[src/pidc_pkg.sv]
// shared widths, register map, op codes and config struct of the pid step block
// no dependencies
package pidc_pkg;

	localparam int SAMPLE_W = 16;
	localparam int ERR_W    = 24;
	localparam int INTEG_W  = 32;
	localparam int DERIV_W  = ERR_W + 1;
	localparam int GAIN_W   = 16;
	localparam int DRIVE_W  = 32;
	localparam int ACC_W    = DRIVE_W + 3;
	localparam int MUL_A_W  = INTEG_W + 1;
	localparam int MUL_B_W  = 19;
	localparam int PROD_W   = MUL_A_W + MUL_B_W;
	localparam int ADDR_W   = 4;
	localparam int DATA_W   = 32;

	localparam logic signed [MUL_B_W-1:0] TRAP_K    = MUL_B_W'(167772);
	localparam logic signed [PROD_W-1:0]  ERR_RND   = PROD_W'(128);
	localparam logic signed [PROD_W-1:0]  INTEG_RND = PROD_W'(32768);
	localparam logic [GAIN_W-1:0]         SCALE_RST = GAIN_W'(256);

	typedef enum logic [1:0] {
		REG_PROP_GAIN   = 2'd0,
		REG_INTEG_GAIN  = 2'd1,
		REG_DERIV_GAIN  = 2'd2,
		REG_ERROR_SCALE = 2'd3
	} reg_idx_t;

	typedef enum logic {
		OP_UPDATE = 1'b0,
		OP_CLEAR  = 1'b1
	} op_t;

	typedef struct packed {
		logic signed [GAIN_W-1:0] prop_gain;
		logic signed [GAIN_W-1:0] integ_gain;
		logic signed [GAIN_W-1:0] deriv_gain;
		logic [GAIN_W-1:0]        error_scale;
	} cfg_t;

endpackage

[src/pidc_if.sv]
// valid/ready channel interfaces for sample items and result items
// depends on pidc_pkg
interface pidc_sample_if;
	logic                                   valid;
	logic                                   ready;
	logic                                   op;
	logic signed [pidc_pkg::SAMPLE_W-1:0]   target;
	logic signed [pidc_pkg::SAMPLE_W-1:0]   measured;

	modport source (output valid, op, target, measured, input ready);
	modport sink (input valid, op, target, measured, output ready);
endinterface

interface pidc_result_if;
	logic                                   valid;
	logic                                   ready;
	logic signed [pidc_pkg::DRIVE_W-1:0]    drive;
	logic signed [pidc_pkg::ERR_W-1:0]      error_out;

	modport source (output valid, drive, error_out, input ready);
	modport sink (input valid, drive, error_out, output ready);
endinterface

[src/pid_controller_step.sv]
// top level of the pid step block: sequencer around one shared multiplier
// depends on pidc_pkg, pidc_if, pidc_regs, pidc_mul
//
//  port    | direction | handshake        | payload
//  sample  | in        | valid / ready    | op, target, measured
//  result  | out       | valid / ready    | drive, error_out
//  apb     | in        | psel / penable   | paddr, pwdata, prdata
//
// an update item steps through err, esat, trap, integ, mp, mi, md and fin; a clear item goes straight to mp
// the multiplier is used five times per update: scale, trapezoid, three gains
// ready is high only in idle, so a new item is taken only after the last one has left fin
// a result waiting on the output holds the last step until it is taken
// reset clears the error, integral and derivative state, zeroes the gains and sets the error scale to 256
module pid_controller_step (
	input  logic                          clk,
	input  logic                          arst_n,
	input  logic                          psel,
	input  logic                          penable,
	input  logic                          pwrite,
	input  logic [pidc_pkg::ADDR_W-1:0]   paddr,
	input  logic [pidc_pkg::DATA_W-1:0]   pwdata,
	output logic [pidc_pkg::DATA_W-1:0]   prdata,
	output logic                          pready,
	pidc_sample_if.sink                   sample,
	pidc_result_if.source                 result
);

	typedef enum logic [3:0] {
		S_IDLE, S_ERR, S_ESAT, S_TRAP, S_INTEG, S_MP, S_MI, S_MD, S_FIN
	} state_t;

	state_t                                 state_q;
	pidc_pkg::cfg_t                         cfg;

	logic signed [pidc_pkg::SAMPLE_W:0]     diff_q;
	logic signed [pidc_pkg::ERR_W-1:0]      err_q;
	logic signed [pidc_pkg::DERIV_W-1:0]    sum_q;
	logic signed [pidc_pkg::DERIV_W-1:0]    deriv_q;
	logic signed [pidc_pkg::INTEG_W-1:0]    integ_q;
	logic signed [pidc_pkg::ACC_W-1:0]      acc_q;
	logic signed [pidc_pkg::DRIVE_W-1:0]    drive_q;
	logic signed [pidc_pkg::ERR_W-1:0]      err_out_q;
	logic                                   out_valid_q;

	logic                                   mul_en;
	logic signed [pidc_pkg::MUL_A_W-1:0]    mul_a;
	logic signed [pidc_pkg::MUL_B_W-1:0]    mul_b;
	logic signed [pidc_pkg::PROD_W-1:0]     prod_q;

	logic                                   in_acc;
	logic                                   out_free;
	logic signed [pidc_pkg::SAMPLE_W:0]     diff;
	logic signed [pidc_pkg::PROD_W-1:0]     esh;
	logic                                   e_ovf;
	logic signed [pidc_pkg::ERR_W-1:0]      e_sat;
	logic signed [pidc_pkg::PROD_W-1:0]     ish;
	logic signed [pidc_pkg::INTEG_W:0]      isum;
	logic signed [pidc_pkg::INTEG_W-1:0]    i_sat;
	logic signed [pidc_pkg::PROD_W-1:0]     psh8;
	logic signed [pidc_pkg::PROD_W-1:0]     psh16;
	logic signed [pidc_pkg::ACC_W-1:0]      total;
	logic                                   d_ovf;
	logic signed [pidc_pkg::DRIVE_W-1:0]    d_sat;

	pidc_regs u_regs (
		.clk     (clk),
		.arst_n  (arst_n),
		.psel    (psel),
		.penable (penable),
		.pwrite  (pwrite),
		.paddr   (paddr),
		.pwdata  (pwdata),
		.prdata  (prdata),
		.pready  (pready),
		.cfg     (cfg)
	);

	pidc_mul u_mul (
		.clk    (clk),
		.en     (mul_en),
		.a      (mul_a),
		.b      (mul_b),
		.prod_q (prod_q)
	);

	assign sample.ready    = (state_q == S_IDLE);
	assign in_acc          = sample.valid && (state_q == S_IDLE);
	assign out_free        = !out_valid_q || result.ready;
	assign result.valid    = out_valid_q;
	assign result.drive    = drive_q;
	assign result.error_out = err_out_q;

	// operand select for the shared multiplier
	always_comb begin
		mul_en = 1'b1;
		mul_a  = '0;
		mul_b  = '0;
		case (state_q)
			S_ERR: begin
				mul_a = pidc_pkg::MUL_A_W'(diff_q);
				mul_b = pidc_pkg::MUL_B_W'(cfg.error_scale);
			end
			S_TRAP: begin
				mul_a = pidc_pkg::MUL_A_W'(sum_q);
				mul_b = pidc_pkg::TRAP_K;
			end
			S_MP: begin
				mul_a = pidc_pkg::MUL_A_W'(err_q);
				mul_b = pidc_pkg::MUL_B_W'(cfg.prop_gain);
			end
			S_MI: begin
				mul_a = pidc_pkg::MUL_A_W'(integ_q);
				mul_b = pidc_pkg::MUL_B_W'(cfg.integ_gain);
			end
			S_MD: begin
				mul_a = pidc_pkg::MUL_A_W'(deriv_q);
				mul_b = pidc_pkg::MUL_B_W'(cfg.deriv_gain);
			end
			default: mul_en = 1'b0;
		endcase
	end

	// input difference, and rounding, shifts and saturation on the registered product
	always_comb begin
		diff  = (pidc_pkg::SAMPLE_W + 1)'(sample.measured)
		      - (pidc_pkg::SAMPLE_W + 1)'(sample.target);
		esh   = (prod_q + pidc_pkg::ERR_RND) >>> 8;
		e_ovf = !(&esh[pidc_pkg::PROD_W-1:pidc_pkg::ERR_W-1])
		     && (|esh[pidc_pkg::PROD_W-1:pidc_pkg::ERR_W-1]);
		if (e_ovf) begin
			e_sat = esh[pidc_pkg::PROD_W-1] ? {1'b1, {(pidc_pkg::ERR_W-1){1'b0}}}
			                                : {1'b0, {(pidc_pkg::ERR_W-1){1'b1}}};
		end else begin
			e_sat = esh[pidc_pkg::ERR_W-1:0];
		end
		ish  = (prod_q + pidc_pkg::INTEG_RND) >>> 16;
		isum = (pidc_pkg::INTEG_W + 1)'(integ_q) + $signed(ish[pidc_pkg::INTEG_W:0]);
		if (isum[pidc_pkg::INTEG_W] != isum[pidc_pkg::INTEG_W-1]) begin
			i_sat = isum[pidc_pkg::INTEG_W] ? {1'b1, {(pidc_pkg::INTEG_W-1){1'b0}}}
			                                : {1'b0, {(pidc_pkg::INTEG_W-1){1'b1}}};
		end else begin
			i_sat = isum[pidc_pkg::INTEG_W-1:0];
		end
		psh8  = prod_q >>> 8;
		psh16 = prod_q >>> 16;
		total = acc_q + $signed(psh8[pidc_pkg::ACC_W-1:0]);
		d_ovf = !(&total[pidc_pkg::ACC_W-1:pidc_pkg::DRIVE_W-1])
		     && (|total[pidc_pkg::ACC_W-1:pidc_pkg::DRIVE_W-1]);
		if (d_ovf) begin
			d_sat = total[pidc_pkg::ACC_W-1] ? {1'b1, {(pidc_pkg::DRIVE_W-1){1'b0}}}
			                                 : {1'b0, {(pidc_pkg::DRIVE_W-1){1'b1}}};
		end else begin
			d_sat = total[pidc_pkg::DRIVE_W-1:0];
		end
	end

	always_ff @(posedge clk or negedge arst_n) begin
		if (!arst_n) begin
			state_q     <= S_IDLE;
			err_q       <= '0;
			integ_q     <= '0;
			deriv_q     <= '0;
			out_valid_q <= 1'b0;
		end else begin
			if (out_valid_q && result.ready) begin
				out_valid_q <= 1'b0;
			end
			unique case (state_q)
				S_IDLE: begin
					if (in_acc) begin
						diff_q <= diff;
						if (pidc_pkg::op_t'(sample.op) == pidc_pkg::OP_CLEAR) begin
							err_q   <= '0;
							integ_q <= '0;
							deriv_q <= '0;
							state_q <= S_MP;
						end else begin
							state_q <= S_ERR;
						end
					end
				end
				S_ERR:  state_q <= S_ESAT;
				S_ESAT: begin
					sum_q   <= pidc_pkg::DERIV_W'(e_sat) + pidc_pkg::DERIV_W'(err_q);
					deriv_q <= pidc_pkg::DERIV_W'(e_sat) - pidc_pkg::DERIV_W'(err_q);
					err_q   <= e_sat;
					state_q <= S_TRAP;
				end
				S_TRAP: state_q <= S_INTEG;
				S_INTEG: begin
					integ_q <= i_sat;
					state_q <= S_MP;
				end
				S_MP: state_q <= S_MI;
				S_MI: begin
					acc_q   <= $signed(psh8[pidc_pkg::ACC_W-1:0]);
					state_q <= S_MD;
				end
				S_MD: begin
					acc_q   <= acc_q + $signed(psh16[pidc_pkg::ACC_W-1:0]);
					state_q <= S_FIN;
				end
				S_FIN: begin
					if (out_free) begin
						drive_q     <= d_sat;
						err_out_q   <= err_q;
						out_valid_q <= 1'b1;
						state_q     <= S_IDLE;
					end
				end
				default: state_q <= S_IDLE;
			endcase
		end
	end

endmodule

[src/pidc_regs.sv]
// apb-style configuration registers: three gains and the error scale
// depends on pidc_pkg
module pidc_regs (
	input  logic                          clk,
	input  logic                          arst_n,
	input  logic                          psel,
	input  logic                          penable,
	input  logic                          pwrite,
	input  logic [pidc_pkg::ADDR_W-1:0]   paddr,
	input  logic [pidc_pkg::DATA_W-1:0]   pwdata,
	output logic [pidc_pkg::DATA_W-1:0]   prdata,
	output logic                          pready,
	output pidc_pkg::cfg_t                cfg
);

	pidc_pkg::cfg_t     cfg_q;
	pidc_pkg::reg_idx_t idx;
	logic               wr_en;

	assign idx    = pidc_pkg::reg_idx_t'(paddr[3:2]);
	assign wr_en  = psel && penable && pwrite;
	assign pready = 1'b1;
	assign cfg    = cfg_q;

	always_ff @(posedge clk or negedge arst_n) begin
		if (!arst_n) begin
			cfg_q.prop_gain   <= '0;
			cfg_q.integ_gain  <= '0;
			cfg_q.deriv_gain  <= '0;
			cfg_q.error_scale <= pidc_pkg::SCALE_RST;
		end else if (wr_en) begin
			unique case (idx)
				pidc_pkg::REG_PROP_GAIN:   cfg_q.prop_gain   <= pwdata[15:0];
				pidc_pkg::REG_INTEG_GAIN:  cfg_q.integ_gain  <= pwdata[15:0];
				pidc_pkg::REG_DERIV_GAIN:  cfg_q.deriv_gain  <= pwdata[15:0];
				pidc_pkg::REG_ERROR_SCALE: cfg_q.error_scale <= pwdata[15:0];
				default: ;
			endcase
		end
	end

	always_comb begin
		unique case (idx)
			pidc_pkg::REG_PROP_GAIN:   prdata = {16'h0, cfg_q.prop_gain};
			pidc_pkg::REG_INTEG_GAIN:  prdata = {16'h0, cfg_q.integ_gain};
			pidc_pkg::REG_DERIV_GAIN:  prdata = {16'h0, cfg_q.deriv_gain};
			pidc_pkg::REG_ERROR_SCALE: prdata = {16'h0, cfg_q.error_scale};
			default:                   prdata = '0;
		endcase
	end

endmodule

[src/pidc_mul.sv]
// shared signed multiplier with registered product, held when not enabled
// depends on pidc_pkg
module pidc_mul (
	input  logic                                clk,
	input  logic                                en,
	input  logic signed [pidc_pkg::MUL_A_W-1:0] a,
	input  logic signed [pidc_pkg::MUL_B_W-1:0] b,
	output logic signed [pidc_pkg::PROD_W-1:0]  prod_q
);

	always_ff @(posedge clk) begin
		if (en) begin
			prod_q <= pidc_pkg::PROD_W'(a) * pidc_pkg::PROD_W'(b);
		end
	end

endmodule

[src/flat_wrapper.sv]
// flat-port wrapper written by rule: the top's interface ports become plain ports
module pid_controller_step_flat 
  (clk, arst_n, psel, penable, pwrite, paddr, pwdata, prdata, pready, sample_valid, sample_op, sample_target, sample_measured, sample_ready, result_valid, result_drive, result_error_out, result_ready);
  pidc_sample_if sample_i ();
  pidc_result_if result_i ();
  input  logic clk;
  input  logic arst_n;
  input  logic psel;
  input  logic penable;
  input  logic pwrite;
  input  logic [pidc_pkg::ADDR_W-1:0] paddr;
  input  logic [pidc_pkg::DATA_W-1:0] pwdata;
  output logic [pidc_pkg::DATA_W-1:0] prdata;
  output logic pready;
  input wire logic [$bits(sample_i.valid)-1:0] sample_valid;
  input wire logic [$bits(sample_i.op)-1:0] sample_op;
  input wire logic [$bits(sample_i.target)-1:0] sample_target;
  input wire logic [$bits(sample_i.measured)-1:0] sample_measured;
  output wire logic [$bits(sample_i.ready)-1:0] sample_ready;
  output wire logic [$bits(result_i.valid)-1:0] result_valid;
  output wire logic [$bits(result_i.drive)-1:0] result_drive;
  output wire logic [$bits(result_i.error_out)-1:0] result_error_out;
  input wire logic [$bits(result_i.ready)-1:0] result_ready;
  assign sample_i.valid = sample_valid;
  assign sample_i.op = sample_op;
  assign sample_i.target = sample_target;
  assign sample_i.measured = sample_measured;
  assign sample_ready = sample_i.ready;
  assign result_valid = result_i.valid;
  assign result_drive = result_i.drive;
  assign result_error_out = result_i.error_out;
  assign result_i.ready = result_ready;
  pid_controller_step u_core (.clk(clk), .arst_n(arst_n), .psel(psel), .penable(penable), .pwrite(pwrite), .paddr(paddr), .pwdata(pwdata), .prdata(prdata), .pready(pready), .sample(sample_i), .result(result_i));
endmodule
[config.mk]
export PLATFORM = sky130hd
export DESIGN_NAME = pid_controller_step_flat
export DESIGN_NICKNAME = d
export VERILOG_FILES = /design/src/pidc_pkg.sv /design/src/pidc_if.sv /design/src/pid_controller_step.sv /design/src/pidc_regs.sv /design/src/pidc_mul.sv /design/src/flat_wrapper.sv
export SDC_FILE = /design/constraint.sdc
export NUM_CORES = 2
export LEC_CHECK = 0
export ABC_AREA = 1
export BUFFER_PORTS_ARGS = -buffer_cell sky130_fd_sc_hd__buf_2
export CORE_AREA = 2 2 361 506
export DETAILED_ROUTE_END_ITERATION = 8
export DIE_AREA = 0 0 363 508
export PLACE_DENSITY_LB_ADDON = 0.15
export SETUP_SLACK_MARGIN = 0.1
export SLEW_MARGIN = 20
export SYNTH_ARGS = -nofsm -noshare
export SYNTH_HDL_FRONTEND = slang
export SYNTH_SLANG_ARGS = --single-unit
[constraint.sdc]
create_clock -name clk -period 8.1 [get_ports clk]
set_input_delay 0.405 -clock clk [delete_from_list [all_inputs] [get_ports clk]]
set_output_delay 0.405 -clock clk [all_outputs]
set_load 0.02 [all_outputs]
# After elaboration in Yosys (flattened, before gate mapping)
# Cells that the tools add are included.
classes:
  n_addsub: 8
  multipliers: 1
  n_div: 0
  magnitude_cmp: 0
  n_eq_ne: 15
  shift: 0
  mux: 27
  n_bitwise: 0
  reduce_logical: 31
ops:
  columns: ["operator", "n"]
  rows:
  - ["$mux W32", 6]
  - ["$pmux W33 S5", 1]
  - ["$pmux W32 S4", 1]
  - ["$mux W24", 4]
  - ["$pmux W19 S5", 1]
  - ["$add A35 B35 Y35", 2]
  - ["$pmux W35 S2", 1]
  - ["$pmux W32 S2", 1]
  - ["$add A52 B9 Y52 const B", 1]
  - ["$mul A33 B19 Y52", 1]
  - ["$mux W25", 2]
  - ["$pmux W25 S2", 1]
  - ["$add A49 B17 Y49 const B", 1]
  - ["$pmux W24 S2", 1]
  - ["$pmux W4 S9", 1]
  - ["$add A32 B33 Y33", 1]
  - ["$add A24 B24 Y25", 1]
  - ["$sub A24 B24 Y25", 1]
  - ["$reduce_and A21 Y1", 1]
  - ["$reduce_or A21 Y1", 1]
  - ["$sub A16 B16 Y17", 1]
  - ["$eq A4 B3 Y1 const B", 4]
  - ["$reduce_and A2 Y1", 7]
  - ["$reduce_and A3 Y1", 4]
  - ["20 further kinds", 36]
totals:
  regBits: 335
  latch_bits: 0
  ram_bits: 0
  romBits: 0
  inputBits: 76
  output_inout_bits: 91
  word_cells: 97
  mem_count: 0

# Logic depth before layout (Yosys ltp)
depth:
  depth_word: 7
  ltp_mapped: 40
  mapped_depth_nobuf: 37

# By module
# A second synthesis with hierarchy kept.
unflattened:
  hier_cells: 6654
  area_unflattened_um2: 49004.5
by_module_without_submodules:
  columns: ["module", "n_inst", "cells_each", "area_each_um2", "seq_area_each_um2"]
  rows:
  - ["pidc_mul", 1, 3238, 25159.1, 1561.5]
  - ["pid_controller_step", 1, 3020, 20617.3, 6145.9]
  - ["pidc_regs", 1, 396, 3228.1, 1602.8]

# Worst setup path before layout
# No wires, ideal clock.
synth_timing:
  path_kind: "register to register"
  startpoint: "reg u_core.state_q[1]"
  endpoint: "reg u_core.u_mul.prod_q[42] (netlist bit) (data pin)"
  setup_time_ns: 0.259
  arrival_time_ns: 6.917
  required_time_ns: 7.841
  path_slack_ns: 0.924
  stages_incl_launch_ff: 28
  path_buffers: 3
  synth_period_minus_slack_ns: 7.176
  path_cell_list: "dfrtp_1 -> inv_1 -> nor2_1 -> nand2_1 -> clkinv_2 -> clkbuf_1 -> buf_2 -> a21oi_1 -> inv_1 -> buf_2 -> nand2_1 -> fa_1 -> fa_1 -> fa_1 -> inv_1 -> fa_1 -> fa_1 -> fa_1 -> ha_1 -> ha_1 -> nand2_1 -> nor4_1 -> inv_1 -> nor2_1 -> inv_1 -> o221a_2 -> nand2_1 -> xor2_1"
synth_via:
  elab_chain_len: 3
  elab_cells_between_ends: 8
  cone_classes: "mul: 1; eq/ne: 5; mux: 2"
synth_rtl:
  columns: ["item", "line_no", "rtl"]
  rows:
  - ["start: declaration", "pid_controller_step.sv:32", "state_t state_q;"]
  - ["start signal: assignment", "pid_controller_step.sv:159", "state_q <= S_IDLE;"]
  - ["start signal: assignment", "pid_controller_step.sv:176", "state_q <= S_MP;"]
  - ["start signal: assignment", "pid_controller_step.sv:178", "state_q <= S_ERR;"]
  - ["$eq A4 B3 Y1, or another cell as far along", "pid_controller_step.sv:98", "case (state_q)"]
  - ["$pmux W33 S5 or $pmux W19 S5 (tied branches)", "pid_controller_step.sv:98", null]
  - ["$mul A33 B19 Y52 (*)", "pidc_mul.sv:13", "prod_q <= pidc_pkg::PROD_W'(a) * pidc_pkg::PROD_W'(b);"]
  - ["end signal: assignment", "pidc_mul.sv:13", null]
  - ["end: declaration", "pidc_mul.sv:8", "output logic signed [pidc_pkg::PROD_W-1:0] prod_q"]
# Mark *: on every way between the ends. The rest lies on a longest branch, timed or not.
# A chain may end at the register's enable or synchronous reset.

# Worst setup path after layout
layout_timing:
  startpoint: "reg u_core.state_q[3]"
  endpoint: "reg u_core.u_mul.prod_q[50] (netlist bit) (data pin)"
# The elaborated chain is that of the path after synthesis.

==> impl_results.md <==
* Gr usage total at 0.202
* Layout Cells excl Fill at 8,836
* Top-count cell post-synth: nand2_1
* FP Rows at 185
* Share of layout cells above drive strength 1 at 0.128
* Max_cap viols at 0
* DR WL met2 at 98.4 mm
* Count of final max-slew check failures at 0
* Kind of critical path: reg2reg
* Tcrit/Tclk final at 0.953
* First-pass GRT wire length at 277 mm
* CP Max Fanout at 19
* Max-slew headroom at 0.272
* Worst hold margin at 0.107 ns
* Uppermost layer routed: met5
* Layout net count at 7,440
* Setup violators final at 0
* Synth area leader: fa_1
* WHS Endpoint: u_core.u_regs.cfg[41]
* I/O pin cnt at 167
* First drt pass iteration count at 7
* IO buf count at 131
* CTS tree: built
* Global route overflow at 0
* Bufs on Longest Clock Path at 3
* DIE WIDTH at 363 um
* Num CTS Buffers at 41
* Post-synthesis sequential area ratio at 0.196
* Startpoint Class: register
* Largest net degree at the start of global routing at 65
* Vias in the first global route at 43,667
* Vias/cell at 4.60
* Placer Congestion at 0.928
* Setup slack, reg-to-reg at 0.38 ns
* Achievable clock frequency at 129 MHz
* CTS HTree Levels at 2
* Final Hold Viols at 0
* R2R Path Start: u_core.state_q[3]
* DIE AREA at 0.184 mm^2
* Slew @ Worst Pin at 1.09 ns
* Clock sinks at 328
* Final core occ at 0.304
* Synth cell types at 71
* Area contributors post-synth: fa_1 26%, nand2_1 12%, edfxtp_1 11%
* WHS Path Cells at 3
* Syn. warnings at 0
* Async SR Flop Fraction at 0.457
* RSZ-0062 raised after global routing: true
* Clock Skews at 0.0388 ns
* Dpl hpwl at 157 mm
* Post-route minimum period at 7.72 ns
* Final wirelength at 185 mm
* Reg clk slew, reported paths at 0.07 ns
* Drt wl/cell at 20.9 um
* Hold Crit Class: in2reg
* # placed instances at 8,746
* Worst skew pair latency at 0.63 ns
* R2R depth at 32
* M1 wire length at 71.2 mm
* Starting Density at 0.258
* Number of synthesized flops with an enable pin at 178
* Vias post-DR at 40,603
* Layout area overhead at 18.0%
* CP max stage delay at 0.56 ns
* Antenna violations before repair at 8
* R2r endpoint: u_core.u_mul.prod_q[50]
* Clock Root Buffer: clkbuf_16
* Critical Path RT at 8.46 ns
* Post-synth top area share at 0.258
* DRC at 0
* Post-route ant nets at 0
* Predominant post-synthesis flop cell: edfxtp_1
* DRC violation total after the first TritonRoute iteration at 2,358
* Crit. End Element: register
* Seq cells post-synth at 328
* Area of the mapped netlist at 0.0465 mm^2
* Synth Area per Inst at 7.71 um^2
* Die Span Y at 508 um
* Status: complete, no violations
* Post-synth top cells: 1,492 x nand2_1, 1,152 x inv_1, 600 x fa_1
* Synth Instances at 6,030
* Met3 wire len at 5.26 mm
* Worst hold start: pwdata[9]
* Slowest cell on the critical path: fa_1
* Core area at 0.180 mm^2
* CP arrival at 8.08 ns
[sequential cells by signal, indices dropped and copies added, names as in the netlist]
name,cells
u_core.u_regs.cfg,64
u_core.u_mul.prod_q,45
u_core.acc_q,35
u_core.integ_q,32
u_core.result.drive,32
u_core.deriv_q,25
u_core.sum_q,25
u_core.err_q,24
u_core.result.error_out,24
u_core.diff_q,17
u_core.state_q,4
u_core.result.valid,1
[worst max-delay path by stage]
stage	startpoint	end	slack, ns
2_1_floorplan	u_core.state_q[1]	u_core.u_mul.prod_q[42]	0.92
3_3_place_gp	u_core.state_q[1]	u_core.u_mul.prod_q[47]	-0.07
3_5_place_dp	u_core.state_q[1]	u_core.u_mul.prod_q[35]	-0.04
4_1_cts	u_core.state_q[1]	u_core.u_mul.prod_q[36]	0.10
5_1_grt	u_core.state_q[1]	u_core.u_mul.prod_q[41]	0.01
6_report	u_core.state_q[3]	u_core.u_mul.prod_q[50]	0.38
[cells by family (layout without fill, tap and decap cells)]
| family | Yosys count | after routing | synth area share |
|---|---|---|---|
| xor+xnor | 222 | 222 | 0.0418 |
| fa+ha+maj | 902 | 902 | 0.339 |
| buf+inv | 1376 | 1826 | 0.115 |
| mux | 2 | 2 | 0.000430 |
| other cells | 2 | 21 | 0.000161 |
| compound gates | 734 | 734 | 0.0901 |
| simple gates | 2464 | 2464 | 0.217 |
| flops | 328 | 328 | 0.196 |
[final cells by class]
type / instances / area, um^2
timing repair buffer: 565 / 4470
tap: 2337 / 2920
multi-input combinational: 4341 / 32500
clock inverter: 20 / 246
fill: 19519 / 125000
inverter: 1185 / 4470
antenna: 4 / 10.0
clock buffer: 56 / 1140
sequential: 328 / 9100
[worst max-delay path, delay by kind of cell, from the launching register on]
kind                       cells  cell delay (ns)
adders and majority gates      8             3.81
buffers and inverters         10             1.35
AOI/OAI and AO/OA              5             1.14
DFF                            1             0.39
and+or+nand+nor                9             0.73
[placed cells by master, fill, tap and decap left out, drive strengths merged, types with 5 or more instances in the layout]
cell type  Yosys  routed
ha           302     302
clkbuf        96      57
o2111ai       17      17
xnor2         64      64
edfxtp       178     178
and2           9       9
o21bai        26      26
nand3        188     188
a221oi        19      19
clkinvlp       0       9
conb           2      17
a21o          21      21
o21ai        286     286
o211ai         5       5
fa           600     600
o21a          16      16
a211oi         6       6
buf           95     562
a21boi         5       5
a21oi        268     268
nand3b        10      10
or2           14      14
nand2       1506    1506
a22o           6       6
xor2         158     158
nor2         602     602
nand4         42      42
nor4          23      23
a31oi         32      32
clkinv         8      14
nor3          63      63
inv         1177    1178
dfrtp        149     149
[stage by stage]
step | setup WS (ns) | setup TNS [ns] | instance area, um^2
after floorplan | 0.924 | 0 | 46600
after global placement | -0.0698 | -0.245 | 53000
after detailed placement | -0.0420 | -0.147 | 53000
after CTS | 0.104 | 0 | 54500
after global routing | 0.0136 | 0 | 54900
final | 0.378 | 0 | 54900
[metal layers]
layer,vias to the layer above,global-route usage
met2,794,0.386
met1,20034,0.225
met5,-,0
met3,278,0.0155
met4,4,0.0907
li1,19493,-
[what timing repair did]
item / CTS / global route
setup endpoints to repair: 19 / 32
resized for setup: 18 / 112
hold buffers: 2 / 0
setup buffers: 1 / 6
hold endpoints to repair: 29 / 0
pin swaps: 1 / 7
cloned: 0 / 1
Power is not shown: default switching activity piles up to over one toggle a cycle in this logic, so the estimate is an artifact.
